<file path="src/design/assert_macros.svh">
// assertion macros shared by the business day date adder rtl
// no dependencies; the including module provides clk and rst_n
`ifndef ASSERT_MACROS_SVH
`define ASSERT_MACROS_SVH

// implication checked every clock, off during reset
`define BDA_ASSERT(label, prop, msg) \
    label: assert property (@(posedge clk) disable iff (!rst_n) (prop)) else $error(msg);

// condition that must never hold outside reset
`define BDA_NEVER(label, cond, msg) \
    label: assert property (@(posedge clk) disable iff (!rst_n) !(cond)) else $error(msg);

`endif

</file>
<file path="src/design/bda_pkg.sv">
// shared types, constants and calendar functions for the business day date adder
// no dependencies
`default_nettype none

package bda_pkg;

    localparam int COUNT_BITS = 12;
    localparam int DAY_W      = 5;
    localparam int MON_W      = 4;
    localparam int YEAR_W     = 14;
    localparam int WD_W       = 3;
    localparam int QUOT_W     = 8;

    localparam logic [YEAR_W-1:0] MAX_YEAR = 14'd9999;
    localparam logic [MON_W-1:0]  DEC      = 4'd12;
    localparam logic [MON_W-1:0]  JAN      = 4'd1;
    localparam logic [MON_W-1:0]  FEB      = 4'd2;
    localparam logic [MON_W-1:0]  MAR      = 4'd3;
    localparam logic [WD_W-1:0]   SUNDAY   = 3'd0;
    localparam logic [WD_W-1:0]   SATURDAY = 3'd6;

    // floor(y / 100) = (y * DIV100_MUL) >> DIV100_SHIFT for y below 43690
    localparam logic [12:0] DIV100_MUL   = 13'd5243;
    localparam int          DIV100_SHIFT = 19;

    typedef struct packed {
        logic load;
        logic step;
        logic dec;
        logic set_wd;
    } step_ctl_t;

    function automatic logic [DAY_W-1:0] days_in_month(input logic [MON_W-1:0] mon,
                                                       input logic leap);
        logic [DAY_W-1:0] n;
        unique case (mon)
            4'd1, 4'd3, 4'd5, 4'd7, 4'd8, 4'd10, 4'd12: n = 5'd31;
            4'd4, 4'd6, 4'd9, 4'd11:                     n = 5'd30;
            4'd2:                                        n = leap ? 5'd29 : 5'd28;
            default:                                     n = 5'd0;
        endcase
        return n;
    endfunction

    // floor(31 * m / 12) with m the march-based month number
    function automatic logic [DAY_W-1:0] month_offset(input logic [MON_W-1:0] mon);
        logic [DAY_W-1:0] n;
        unique case (mon)
            4'd1:    n = 5'd28;
            4'd2:    n = 5'd31;
            4'd3:    n = 5'd2;
            4'd4:    n = 5'd5;
            4'd5:    n = 5'd7;
            4'd6:    n = 5'd10;
            4'd7:    n = 5'd12;
            4'd8:    n = 5'd15;
            4'd9:    n = 5'd18;
            4'd10:   n = 5'd20;
            4'd11:   n = 5'd23;
            4'd12:   n = 5'd25;
            default: n = 5'd0;
        endcase
        return n;
    endfunction

    // 8 = 1 mod 7, so fold octal digits
    function automatic logic [WD_W-1:0] mod7(input logic [YEAR_W-1:0] s);
        logic [4:0] f1;
        logic [3:0] f2;
        logic [3:0] f3;
        logic [3:0] r;
        f1 = {2'b0, s[2:0]} + {2'b0, s[5:3]} + {2'b0, s[8:6]} + {2'b0, s[11:9]}
           + {3'b0, s[13:12]};
        f2 = {1'b0, f1[2:0]} + {2'b0, f1[4:3]};
        f3 = {1'b0, f2[2:0]} + {3'b0, f2[3]};
        r  = (f3 >= 4'd7) ? f3 - 4'd7 : f3;
        return r[WD_W-1:0];
    endfunction

endpackage

`default_nettype wire

</file>
<file path="src/design/business_day_date_adder.sv">
// top level of the business day date adder: sequencer, weekday setup, result register
// depends on bda_pkg, bda_year_div, bda_date_step and assert_macros.svh
//
//  channel | signals                                        | dir
//  --------+------------------------------------------------+-----
//  in      | in_valid, in_stall, start_*, business_days     | in
//  out     | out_valid, out_stall, return_*, bad_start_date,| out
//          | year_overflow                                  |
//
// an item steps through S_DIVY, S_CHECK, S_WSUM, S_WMOD, S_RUN and S_FIN;
// the day stepper advances one calendar day per cycle in S_RUN.
// a bad start date goes from S_CHECK straight to S_FIN.
// reset is asynchronous; no clearing pass, the block is ready right after reset.
// in_stall is high while an item is in work; a result waiting on out_stall holds the
// next item in its final state, S_FIN, only.
`default_nettype none
`include "assert_macros.svh"

module business_day_date_adder
    import bda_pkg::*;
(
    input  wire logic              clk,
    input  wire logic              rst_n,
    input  wire logic              in_valid,
    output logic                   in_stall,
    input  wire logic [DAY_W-1:0]  start_day,
    input  wire logic [MON_W-1:0]  start_month,
    input  wire logic [YEAR_W-1:0] start_year,
    input  wire logic [11:0]       business_days,
    output logic                   out_valid,
    input  wire logic              out_stall,
    output logic      [DAY_W-1:0]  return_day,
    output logic      [MON_W-1:0]  return_month,
    output logic      [YEAR_W-1:0] return_year,
    output logic      [WD_W-1:0]   return_weekday,
    output logic                   bad_start_date,
    output logic                   year_overflow
);

    typedef enum logic [6:0] {
        S_IDLE  = 7'b0000001,
        S_DIVY  = 7'b0000010,
        S_CHECK = 7'b0000100,
        S_WSUM  = 7'b0001000,
        S_WMOD  = 7'b0010000,
        S_RUN   = 7'b0100000,
        S_FIN   = 7'b1000000
    } state_t;

    state_t state_reg, state_next;

    step_ctl_t             ctl;
    logic [DAY_W-1:0]      cur_day;
    logic [MON_W-1:0]      cur_month;
    logic [YEAR_W-1:0]     cur_year;
    logic [WD_W-1:0]       cur_wd;
    logic [COUNT_BITS-1:0] cur_cnt;
    logic                  step_ovf;

    logic [YEAR_W-1:0] div_in;
    logic [QUOT_W-1:0] quot;
    logic [YEAR_W-1:0] rem100;
    logic              leap;
    logic              jan_feb;
    logic [YEAR_W-1:0] yy;
    logic              start_bad;
    logic              weekend;

    logic [YEAR_W-1:0] sum_reg, sum_next;
    logic              bad_reg, bad_next;
    logic              ovf_reg, ovf_next;

    logic              out_valid_reg, out_valid_next;
    logic [DAY_W-1:0]  out_day_reg;
    logic [MON_W-1:0]  out_month_reg;
    logic [YEAR_W-1:0] out_year_reg;
    logic [WD_W-1:0]   out_wd_reg;
    logic              out_bad_reg;
    logic              out_ovf_reg;
    logic              out_load;

    assign in_stall = !(state_reg == S_IDLE);

    // year arithmetic from the shared divider
    assign jan_feb = cur_month < MAR;
    assign yy      = cur_year - {{(YEAR_W-1){1'b0}}, jan_feb};
    assign div_in  = (state_reg == S_CHECK) ? yy : cur_year;
    assign rem100  = cur_year - (({6'b0, quot} << 6) + ({6'b0, quot} << 5)
                               + ({6'b0, quot} << 2));
    assign leap    = ((cur_year[1:0] == 2'b00) && (rem100 != '0))
                   || ((rem100 == '0) && (quot[1:0] == 2'b00));

    assign start_bad = (cur_month < JAN) || (cur_month > DEC) || (cur_year == '0)
                     || (cur_year > MAX_YEAR) || (cur_day == '0)
                     || (cur_day > days_in_month(cur_month, leap));

    assign weekend = (cur_wd == SUNDAY) || (cur_wd == SATURDAY);

    bda_year_div u_div (
        .clk  (clk),
        .year (div_in),
        .quot (quot)
    );

    bda_date_step u_step (
        .clk         (clk),
        .rst_n       (rst_n),
        .ctl         (ctl),
        .start_day   (start_day),
        .start_month (start_month),
        .start_year  (start_year),
        .start_count (business_days[COUNT_BITS-1:0]),
        .wd_in       (mod7(sum_reg)),
        .leap        (leap),
        .day         (cur_day),
        .month       (cur_month),
        .year        (cur_year),
        .weekday     (cur_wd),
        .count       (cur_cnt),
        .step_ovf    (step_ovf)
    );

    always_comb
    begin
        state_next = state_reg;
        ctl        = '0;
        sum_next   = sum_reg;
        bad_next   = bad_reg;
        ovf_next   = ovf_reg;
        out_load   = 1'b0;
        unique case (state_reg)
            S_IDLE:
            begin
                if (in_valid)
                begin
                    ctl.load   = 1'b1;
                    bad_next   = 1'b0;
                    ovf_next   = 1'b0;
                    state_next = S_DIVY;
                end
            end
            S_DIVY:
            begin
                state_next = S_CHECK;
            end
            S_CHECK:
            begin
                if (start_bad)
                begin
                    bad_next   = 1'b1;
                    state_next = S_FIN;
                end
                else
                begin
                    state_next = S_WSUM;
                end
            end
            S_WSUM:
            begin
                // quot holds floor(yy / 100) here
                sum_next = {9'b0, cur_day} + yy + (yy >> 2) - {6'b0, quot}
                         + {8'b0, quot[QUOT_W-1:2]} + {9'b0, month_offset(cur_month)};
                state_next = S_WMOD;
            end
            S_WMOD:
            begin
                ctl.set_wd = 1'b1;
                state_next = S_RUN;
            end
            S_RUN:
            begin
                if (cur_cnt != '0)
                begin
                    ctl.step = 1'b1;
                    ctl.dec  = !weekend;
                end
                else if (weekend)
                begin
                    ctl.step = 1'b1;
                end
                else
                begin
                    state_next = S_FIN;
                end
                if (ctl.step && step_ovf)
                begin
                    ctl.step   = 1'b0;
                    ovf_next   = 1'b1;
                    state_next = S_FIN;
                end
            end
            S_FIN:
            begin
                if (!out_valid_reg || !out_stall)
                begin
                    out_load   = 1'b1;
                    state_next = S_IDLE;
                end
            end
            default:
            begin
                state_next = S_IDLE;
            end
        endcase
    end

    assign out_valid_next = out_load || (out_valid_reg && out_stall);

    always_ff @(posedge clk or negedge rst_n)
    begin
        if (!rst_n)
        begin
            state_reg     <= S_IDLE;
            out_valid_reg <= 1'b0;
            bad_reg       <= 1'b0;
            ovf_reg       <= 1'b0;
        end
        else
        begin
            state_reg     <= state_next;
            out_valid_reg <= out_valid_next;
            bad_reg       <= bad_next;
            ovf_reg       <= ovf_next;
        end
    end

    always_ff @(posedge clk)
    begin
        sum_reg <= sum_next;
        if (out_load)
        begin
            out_bad_reg <= bad_reg;
            out_ovf_reg <= ovf_reg;
            if (bad_reg || ovf_reg)
            begin
                out_day_reg   <= '0;
                out_month_reg <= '0;
                out_year_reg  <= '0;
                out_wd_reg    <= '0;
            end
            else
            begin
                out_day_reg   <= cur_day;
                out_month_reg <= cur_month;
                out_year_reg  <= cur_year;
                out_wd_reg    <= cur_wd;
            end
        end
    end

    assign out_valid      = out_valid_reg;
    assign return_day     = out_day_reg;
    assign return_month   = out_month_reg;
    assign return_year    = out_year_reg;
    assign return_weekday = out_wd_reg;
    assign bad_start_date = out_bad_reg;
    assign year_overflow  = out_ovf_reg;

    `BDA_NEVER(a_flags_exclusive, out_valid && bad_start_date && year_overflow,
        "both error flags set on one result")
    `BDA_ASSERT(a_no_weekend_result,
        (out_valid && !bad_start_date && !year_overflow)
            |-> (return_weekday != SUNDAY && return_weekday != SATURDAY),
        "good result falls on a weekend")
    `BDA_ASSERT(a_accept_starts_work, (in_valid && !in_stall) |=> (state_reg == S_DIVY),
        "accepted beat did not start the sequencer")

endmodule

`default_nettype wire

</file>
<file path="src/design/bda_year_div.sv">
// shared year divider: registered floor(year / 100) by reciprocal multiply
// depends on bda_pkg
`default_nettype none

module bda_year_div
    import bda_pkg::*;
(
    input  wire logic              clk,
    input  wire logic [YEAR_W-1:0] year,
    output logic      [QUOT_W-1:0] quot
);

    logic [YEAR_W+12:0] prod;
    logic [QUOT_W-1:0]  quot_reg;
    logic [QUOT_W-1:0]  quot_next;

    assign prod      = year * DIV100_MUL;
    assign quot_next = prod[DIV100_SHIFT +: QUOT_W];

    always_ff @(posedge clk)
    begin
        quot_reg <= quot_next;
    end

    assign quot = quot_reg;

endmodule

`default_nettype wire

</file>
<file path="src/design/bda_date_step.sv">
// calendar datapath: current date, weekday and remaining count, one day per step
// depends on bda_pkg
`default_nettype none

module bda_date_step
    import bda_pkg::*;
(
    input  wire logic                  clk,
    input  wire logic                  rst_n,
    input  wire step_ctl_t             ctl,
    input  wire logic [DAY_W-1:0]      start_day,
    input  wire logic [MON_W-1:0]      start_month,
    input  wire logic [YEAR_W-1:0]     start_year,
    input  wire logic [COUNT_BITS-1:0] start_count,
    input  wire logic [WD_W-1:0]       wd_in,
    input  wire logic                  leap,
    output logic      [DAY_W-1:0]      day,
    output logic      [MON_W-1:0]      month,
    output logic      [YEAR_W-1:0]     year,
    output logic      [WD_W-1:0]       weekday,
    output logic      [COUNT_BITS-1:0] count,
    output logic                       step_ovf
);

    logic [DAY_W-1:0]      day_reg,   day_next;
    logic [MON_W-1:0]      month_reg, month_next;
    logic [YEAR_W-1:0]     year_reg,  year_next;
    logic [WD_W-1:0]       wd_reg,    wd_next;
    logic [COUNT_BITS-1:0] cnt_reg,   cnt_next;
    logic                  month_end;

    assign month_end = day_reg >= days_in_month(month_reg, leap);
    assign step_ovf  = month_end && (month_reg >= DEC) && (year_reg >= MAX_YEAR);

    always_comb
    begin
        day_next   = day_reg;
        month_next = month_reg;
        year_next  = year_reg;
        wd_next    = wd_reg;
        cnt_next   = cnt_reg;
        if (ctl.load)
        begin
            day_next   = start_day;
            month_next = start_month;
            year_next  = start_year;
            cnt_next   = start_count;
        end
        else if (ctl.step)
        begin
            if (month_end)
            begin
                day_next = 5'd1;
                if (month_reg >= DEC)
                begin
                    month_next = JAN;
                    year_next  = year_reg + 14'd1;
                end
                else
                begin
                    month_next = month_reg + 4'd1;
                end
            end
            else
            begin
                day_next = day_reg + 5'd1;
            end
            wd_next = (wd_reg >= SATURDAY) ? SUNDAY : wd_reg + 3'd1;
            if (ctl.dec)
            begin
                cnt_next = cnt_reg - {{(COUNT_BITS-1){1'b0}}, 1'b1};
            end
        end
        else if (ctl.set_wd)
        begin
            wd_next = wd_in;
        end
    end

    always_ff @(posedge clk or negedge rst_n)
    begin
        if (!rst_n)
        begin
            cnt_reg <= '0;
        end
        else
        begin
            cnt_reg <= cnt_next;
        end
    end

    always_ff @(posedge clk)
    begin
        day_reg   <= day_next;
        month_reg <= month_next;
        year_reg  <= year_next;
        wd_reg    <= wd_next;
    end

    assign day     = day_reg;
    assign month   = month_reg;
    assign year    = year_reg;
    assign weekday = wd_reg;
    assign count   = cnt_reg;

endmodule

`default_nettype wire
</file>
<file path="config.mk">
export PLATFORM = sky130hd
export DESIGN_NAME = business_day_date_adder
export DESIGN_NICKNAME = d
export VERILOG_FILES = /design/src/design/bda_pkg.sv /design/src/design/business_day_date_adder.sv /design/src/design/bda_year_div.sv /design/src/design/bda_date_step.sv
export VERILOG_INCLUDE_DIRS = /design/src /design/src/design
export SDC_FILE = /design/constraint.sdc
export NUM_CORES = 1
export LEC_CHECK = 0
export ABC_AREA = 1
export BUFFER_PORTS_ARGS = -buffer_cell sky130_fd_sc_hd__buf_2
export CAP_MARGIN = 0
export CELL_PAD_IN_SITES_DETAIL_PLACEMENT = 1
export CELL_PAD_IN_SITES_GLOBAL_PLACEMENT = 1
export CORE_UTILIZATION = 53
export CTS_BUF_LIST = sky130_fd_sc_hd__clkbuf_16
export DETAILED_ROUTE_END_ITERATION = 10
export GPL_TIMING_DRIVEN = 0
export PLACE_DENSITY = 0.87
export SYNTH_ARGS = -nofsm -noshare
export SYNTH_HDL_FRONTEND = slang
export SYNTH_SLANG_ARGS = --single-unit
</file>
<file path="constraint.sdc">
create_clock -name clk -period 17.6 [get_ports clk]
set_input_delay 5.28 -clock clk [delete_from_list [all_inputs] [get_ports clk]]
set_output_delay 5.28 -clock clk [all_outputs]
set_load 0.005 [all_outputs]
</file>
Yosys cells after proc, flatten, opt, wreduce, memory -nomap -nowiden

Memory sizes are Yosys's and may differ from the RTL's. A register that Yosys moved wholly into a read port is not among the register bits.
Index checks and enable logic that the tools add are counted.

Memories: 1
Output and inout port bits: 30
Bits of input ports: 39
Register bits: 98
ROM bits: 80

Add/sub/neg operators: 21
Magnitude comparators: 10
Reductions and logical operators: 44
Bitwise logic cells: 1
Multiplexer cells: 46
Multiply operators: 1
Equal/unequal tests: 26

Memory list:

| name             | depth | bits a word | rd ports | clocked after memory_dff | wr ports | line          | text |
|---|---|---|---|---|---|---|---|
| (name not given) | 16    | 5           | 1        | 1                        | 0        | bda_pkg.sv:48 | `unique case (mon)` |

Operators with widths:

| cell                                                | count |
|---|---|
| two-way mux 14 bit                                  | 5 |
| one-hot mux 7 bit (7 select lines)                  | 1 |
| two-way mux 7 bit                                   | 6 |
| two-way mux 12 bit                                  | 3 |
| logical NOT 14 bit                                  | 2 |
| multiplier 14 x 13 -> 27 bit, second input constant | 1 |
| equality test 4 bit, second input constant          | 5 |
| two-way mux 4 bit                                   | 5 |
| two-way mux 5 bit                                   | 4 |
| equality test 4 x 3 -> 1 bit, second input constant | 4 |
| one-hot mux 5 bit (3 select lines)                  | 1 |
| adder 14 x 1 -> 14 bit, second input constant       | 1 |
| adder 14 x 10 -> 14 bit                             | 1 |
| adder 14 x 12 -> 14 bit                             | 1 |
| adder 14 x 13 -> 14 bit                             | 1 |
| adder 14 x 5 -> 14 bit                              | 1 |
| adder 14 x 6 -> 14 bit                              | 1 |
| adder 5 x 14 -> 14 bit                              | 1 |
| >= comparator 14 bit, second input constant         | 1 |
| > comparator 14 bit, second input constant          | 1 |
| two-way mux 1 bit                                   | 14 |
| nonzero test 14 bit                                 | 1 |
| nonzero test 2 bit                                  | 7 |
| subtractor 14 x 1 -> 14 bit                         | 1 |
| other kinds (49)                                    | 80 |

Longest topological paths before layout

Depth after elaboration: 17
Mapped depth: 34

Cells and area by module

Synthesis repeated with hierarchy kept, for this count alone.

Cell total of the unflattened synthesis: 1,498
Area, all modules: 12,194.2 µm²

By module, submodules not included:

| module                  | area each (µm²) | times used | cells an instance |
|---|---|---|---|
| business_day_date_adder | 5,676.7         | 1          | 694 |
| bda_year_div            | 3,906.2         | 1          | 471 |
| bda_date_step           | 2,611.3         | 1          | 333 |

Worst setup path after synthesis

No wires, ideal clock.

Path kind: input to register
Start: input out_stall
End: register out_bad_reg (netlist: bad_start_date) (enable)
Required time: 17.187 ns
Arrival: 6.589 ns
Setup slack: 10.598 ns
Path buffers: 0
Cell stages on the path: 3
Path through: nand2_1 inv_1 nor2_1

Cells in the longest elaborated chain, start to end: 4

RTL lines:

| item                   | line                           | text |
|---|---|---|
| start: declaration     | business_day_date_adder.sv:31  | `input wire logic out_stall,` |
| logical NOT 1 bit      | business_day_date_adder.sv:194 | `if (!out_valid_reg \|\| !out_stall)` |
| logical OR 1 bit       | business_day_date_adder.sv:194 |  |
| two-way mux 1 bit      | business_day_date_adder.sv:194 |  |
| two-way mux 1 bit      | business_day_date_adder.sv:131 | `unique case (state_reg)` |
| named net out_load     | business_day_date_adder.sv:80  | `logic out_load;` |
| end signal: assignment | business_day_date_adder.sv:232 | `out_bad_reg <= bad_reg;` |
| end: declaration       | business_day_date_adder.sv:78  | `logic out_bad_reg;` |

The timed path passes the listed nets, and every way through them passes these cells.
A chain may end at the register's enable or synchronous reset.

Worst setup path after layout

Start: register u_step.month_reg[2] (netlist: u_step.month[2])
End: register u_div.quot_reg[6] (netlist: u_div.quot[6])

Cells in the longest elaborated chain, start to end: 4

RTL lines:

| item                                | line                          | text |
|---|---|---|
| start: declaration                  | bda_date_step.sv:26           | `logic [MON_W-1:0] month_reg, month_next;` |
| start signal: assignment            | bda_date_step.sv:95           | `month_reg <= month_next;` |
| less-than comparator 4 x 2 -> 1 bit | business_day_date_adder.sv:85 | `assign jan_feb = cur_month < MAR;` |
| subtractor 14 x 1 -> 14 bit         | business_day_date_adder.sv:86 | `assign yy = cur_year - {{(YEAR_W-1){1'b0}}, jan_feb};` |
| two-way mux 14 bit                  | business_day_date_adder.sv:87 | `assign div_in = (state_reg == S_CHECK) ? yy : cur_year;` |
| multiplier 14 x 13 -> 27 bit        | bda_year_div.sv:17            | `assign prod = year * DIV100_MUL;` |
| named net u_div.prod[25]            | bda_year_div.sv:13            | `logic [YEAR_W+12:0] prod;` |
| end signal: assignment              | bda_year_div.sv:22            | `quot_reg <= quot_next;` |
| end: declaration                    | bda_year_div.sv:14            | `logic [QUOT_W-1:0] quot_reg;` |

The timed path passes the listed nets, and every way through them passes these cells.

==> load_flow_metrics.sql <==
INSERT INTO impl_metrics (metric_group, metric, value, unit) VALUES
('logic_synthesis', 'yosys-top-cells-count', '272 x sky130_fd_sc_hd__inv_1, 206 x sky130_fd_sc_hd__nand2_1, 176 x sky130_fd_sc_hd__ha_1', ''),
('global_route', 'grt_antenna_before_repair', '0', ''),
('routing', 'detailroute.via_count', '9878', ''),
('timing', 'final.setup.tns', '0', 'ns'),
('cts', 'worst_skew_pair.late_latency', '0.38', 'ns'),
('global_route', 'grt_first_pass_wirelength', '58.4', 'mm'),
('logic_synthesis', 'yosysWarningCount', '0', ''),
('cts', 'clkSlewWorstSetupHoldPaths', '0.08', 'ns'),
('global_route', 'globalRouteTotalUtil', '0.344', ''),
('timing', 'slew_violations', '0', ''),
('cts', 'cts_setup_buffers', '0', ''),
('floorplan', 'start_util', '0.540', ''),
('layout', 'n_antenna_cell', '0', ''),
('global_route', 'overflow', '0', ''),
('critical_path', 'timing.critical_path.arrival', '8.03', 'ns'),
('critical_path', 'worstSetupStartpointType', 'flop', ''),
('status', 'run_status', 'complete, no violations', ''),
('timing', 'timing.final.hold_violations', '0', ''),
('cts', 'tritoncts', 'yes', ''),
('timing', 'worst_slew_pin_slew', '1.30', 'ns'),
('cts', 'postCtsHoldBufs', '0', ''),
('global_route', 'vias_in_the_first_global_route', '11000', ''),
('routing', 'wl', '37.5', 'mm'),
('timing', 'maxSlewHeadroom', '0.126', ''),
('timing', 'min_period_over_period', '0.441', ''),
('hold_path', 'min-delay-path-class', 'reg -> reg', ''),
('placement', 'routability_driven_placement_congestion_ratio', '0.881', ''),
('logic_synthesis', 'async_reset_ff_frac', '0.214', ''),
('layout', 'multi_input_area', '7740', 'µm²'),
('critical_path', 'critPathRequiredTime', '17.88', 'ns'),
('logic_synthesis', 'synthCells', '1329', ''),
('critical_path', 'cp_slowest_stage_delay', '0.59', 'ns'),
('critical_path', 'critPathBufInv', '4', ''),
('critical_path', 'critical_path.endpoint_type', 'flop', ''),
('cts', 'htree_depth', '3', ''),
('routing', 'final_antenna_net_count', '0', ''),
('cts', 'numClockSinks', '103', ''),
('layout', 'syn2layout_area_growth', '8.88', '%'),
('layout', 'ff_latch_area', '2850', 'µm²'),
('floorplan', 'floorplan.die_area', '22700', 'µm²'),
('logic_synthesis', 'synth_sequential_area_ratio', '0.243', ''),
('logic_synthesis', 'synth_cell_area', '11700', 'µm²'),
('routing', 'drt_drc_violations_left', '0', ''),
('cts', 'clock_path_buffers', '2', ''),
('logic_synthesis', 'synth_area_per_cell', '8.83', 'µm²'),
('cts', 'postCtsResizedCells', '0', ''),
('critical_path', 'critical_path.slowest_cell', 'sky130_fd_sc_hd__o21ai_1', ''),
('layout', 'post_route_cells_drive_above_1_share', '0.106', ''),
('layout', 'fillerInstances', '2619', ''),
('floorplan', 'top_level_ports', '69', ''),
('logic_synthesis', 'ys_dominant_reg_cell', 'sky130_fd_sc_hd__edfxtp_1', ''),
('floorplan', 'design.core.area', '21800', 'µm²'),
('critical_path', 'cp_max_fo', '6', ''),
('logic_synthesis', 'synth_top_cell_by_area', 'sky130_fd_sc_hd__ha_1', ''),
('floorplan', 'horizontal_die_dimension', '151', 'µm'),
('job', 'cap_violations', '0', ''),
('cts', 'cts_buf_count', '9', ''),
('logic_synthesis', 'post-synth-top-count-cell', 'sky130_fd_sc_hd__inv_1', ''),
('critical_path', 'path_common_cell', 'sky130_fd_sc_hd__nand2_1', ''),
('routing', 'via_per_inst', '5.83', ''),
('routing', 'drtPass1Iterations', '5', ''),
('logic_synthesis', 'synth_enable_flop_cells', '68', ''),
('critical_path', 'timing.critical_path.max_delay_family', 'adder cells', ''),
('timing', 'timing.final.setup_violations', '0', ''),
('placement', 'place.detailed.hpwl', '30.9', 'mm'),
('global_route', 'largest_net_degree_at_the_start_of_global_routing', '29', ''),
('logic_synthesis', 'synth_nets', '1651', ''),
('logic_synthesis', 'netlist.area_leader.share', '0.188', ''),
('routing', 'detail_route.wl_per_cell', '22.1', 'µm'),
('logic_synthesis', 'yosys.cell_types.count', '58', ''),
('timing', 'rsz0062_at_grt', 'false', '');
per-stage QoR:
step                setup slack [ns]  utilization  cells  instance area (µm²)
CTS                             9.59        0.587   1694                12800
global route                    9.45        0.587   1695                12800
finish                          9.84        0.587   1695                12800
floorplan                      10.60            -   1329                11700
detailed placement              9.67        0.572   1678                12400
global placement                9.85        0.571   1677                12400
path summary, 6_finish.rpt:
| path | startpoint | endpoint | slack [ns] | cells after the start |
|---|---|---|---|---|
| min reg2reg | bad_reg | bad_start_date | 0.50 | 0 |
| min in group asynchronous | rst_n | bad_reg | 4.90 | 1 |
| max | u_step.month[2] | u_div.quot[6] | 9.84 | 28 |
| max reg2reg | u_step.month[2] | u_div.quot[6] | 9.84 | 28 |
| min | bad_reg | bad_start_date | 0.50 | 0 |
| max in group asynchronous | rst_n | u_step.count[7] | 12.31 | 1 |
area by class of cell:
| class | instances | share of cell area |
|---|---|---|
| Clock inverter | 6 | 0.00548 |
| Timing Repair Buffer | 70 | 0.0278 |
| Sequential cell | 103 | 0.223 |
| Clock buffer | 10 | 0.0196 |
| Multi-Input combinational cell | 925 | 0.605 |
| Inverter | 281 | 0.0825 |
| Buffer | 20 | 0.00852 |
| Tap cell | 280 | 0.0274 |
metal layers:
| metal | global-route usage | wire length (µm) | up-vias |
|---|---|---|---|
| met2 | 0.595 | 18900 | 393 |
| li1 | - | - | 4412 |
| met4 | 0.121 | 1220 | 0 |
| met5 | 0 | 0 | - |
| met3 | 0.0714 | 2480 | 94 |
| met1 | 0.422 | 14900 | 4979 |
cell families after synthesis:
group / after synthesis / share of synthesized area
buffers and inverters: 301 / 0.0991
adder cells (fa/ha/maj): 283 / 0.370
multiplexers: 4 / 0.00341
AO/OA/AOI/OAI: 155 / 0.0760
XOR/XNOR: 60 / 0.0454
AND/OR/NAND/NOR: 423 / 0.163
flip-flops: 103 / 0.243
cell usage in the layout, fill, tap and decap left out, types with 10 or more instances in the layout:
cell type	n
sky130_fd_sc_hd__inv_1	272
sky130_fd_sc_hd__nand2_1	206
sky130_fd_sc_hd__ha_1	176
sky130_fd_sc_hd__fa_1	107
sky130_fd_sc_hd__nor2_1	101
sky130_fd_sc_hd__buf_2	77
sky130_fd_sc_hd__edfxtp_1	68
sky130_fd_sc_hd__o21ai_0	52
sky130_fd_sc_hd__a21oi_1	52
sky130_fd_sc_hd__xor2_1	45
sky130_fd_sc_hd__nand3_1	45
sky130_fd_sc_hd__dfrtp_1	21
sky130_fd_sc_hd__nand4_1	18
sky130_fd_sc_hd__xnor2_1	14
sky130_fd_sc_hd__dfxtp_1	13
sky130_fd_sc_hd__o21ai_1	12
sky130_fd_sc_hd__nor3_1	10
sky130_fd_sc_hd__a21o_1	10
sky130_fd_sc_hd__clkbuf_16	10
worst register-to-register path, delay by kind of cell, from the launching register on:
family	cells	cell delay, ns
AOI/OAI and AO/OA	2	1.14
xor gates and xnor gates	2	0.44
and+or+nand+nor	13	2.03
adders and majority gates	7	3.05
buffers and inverters	4	0.52
DFF	1	0.50
Power is left out: the tool's default activity adds up to more than one toggle a clock period on the data nets, which glitch-free logic cannot reach.
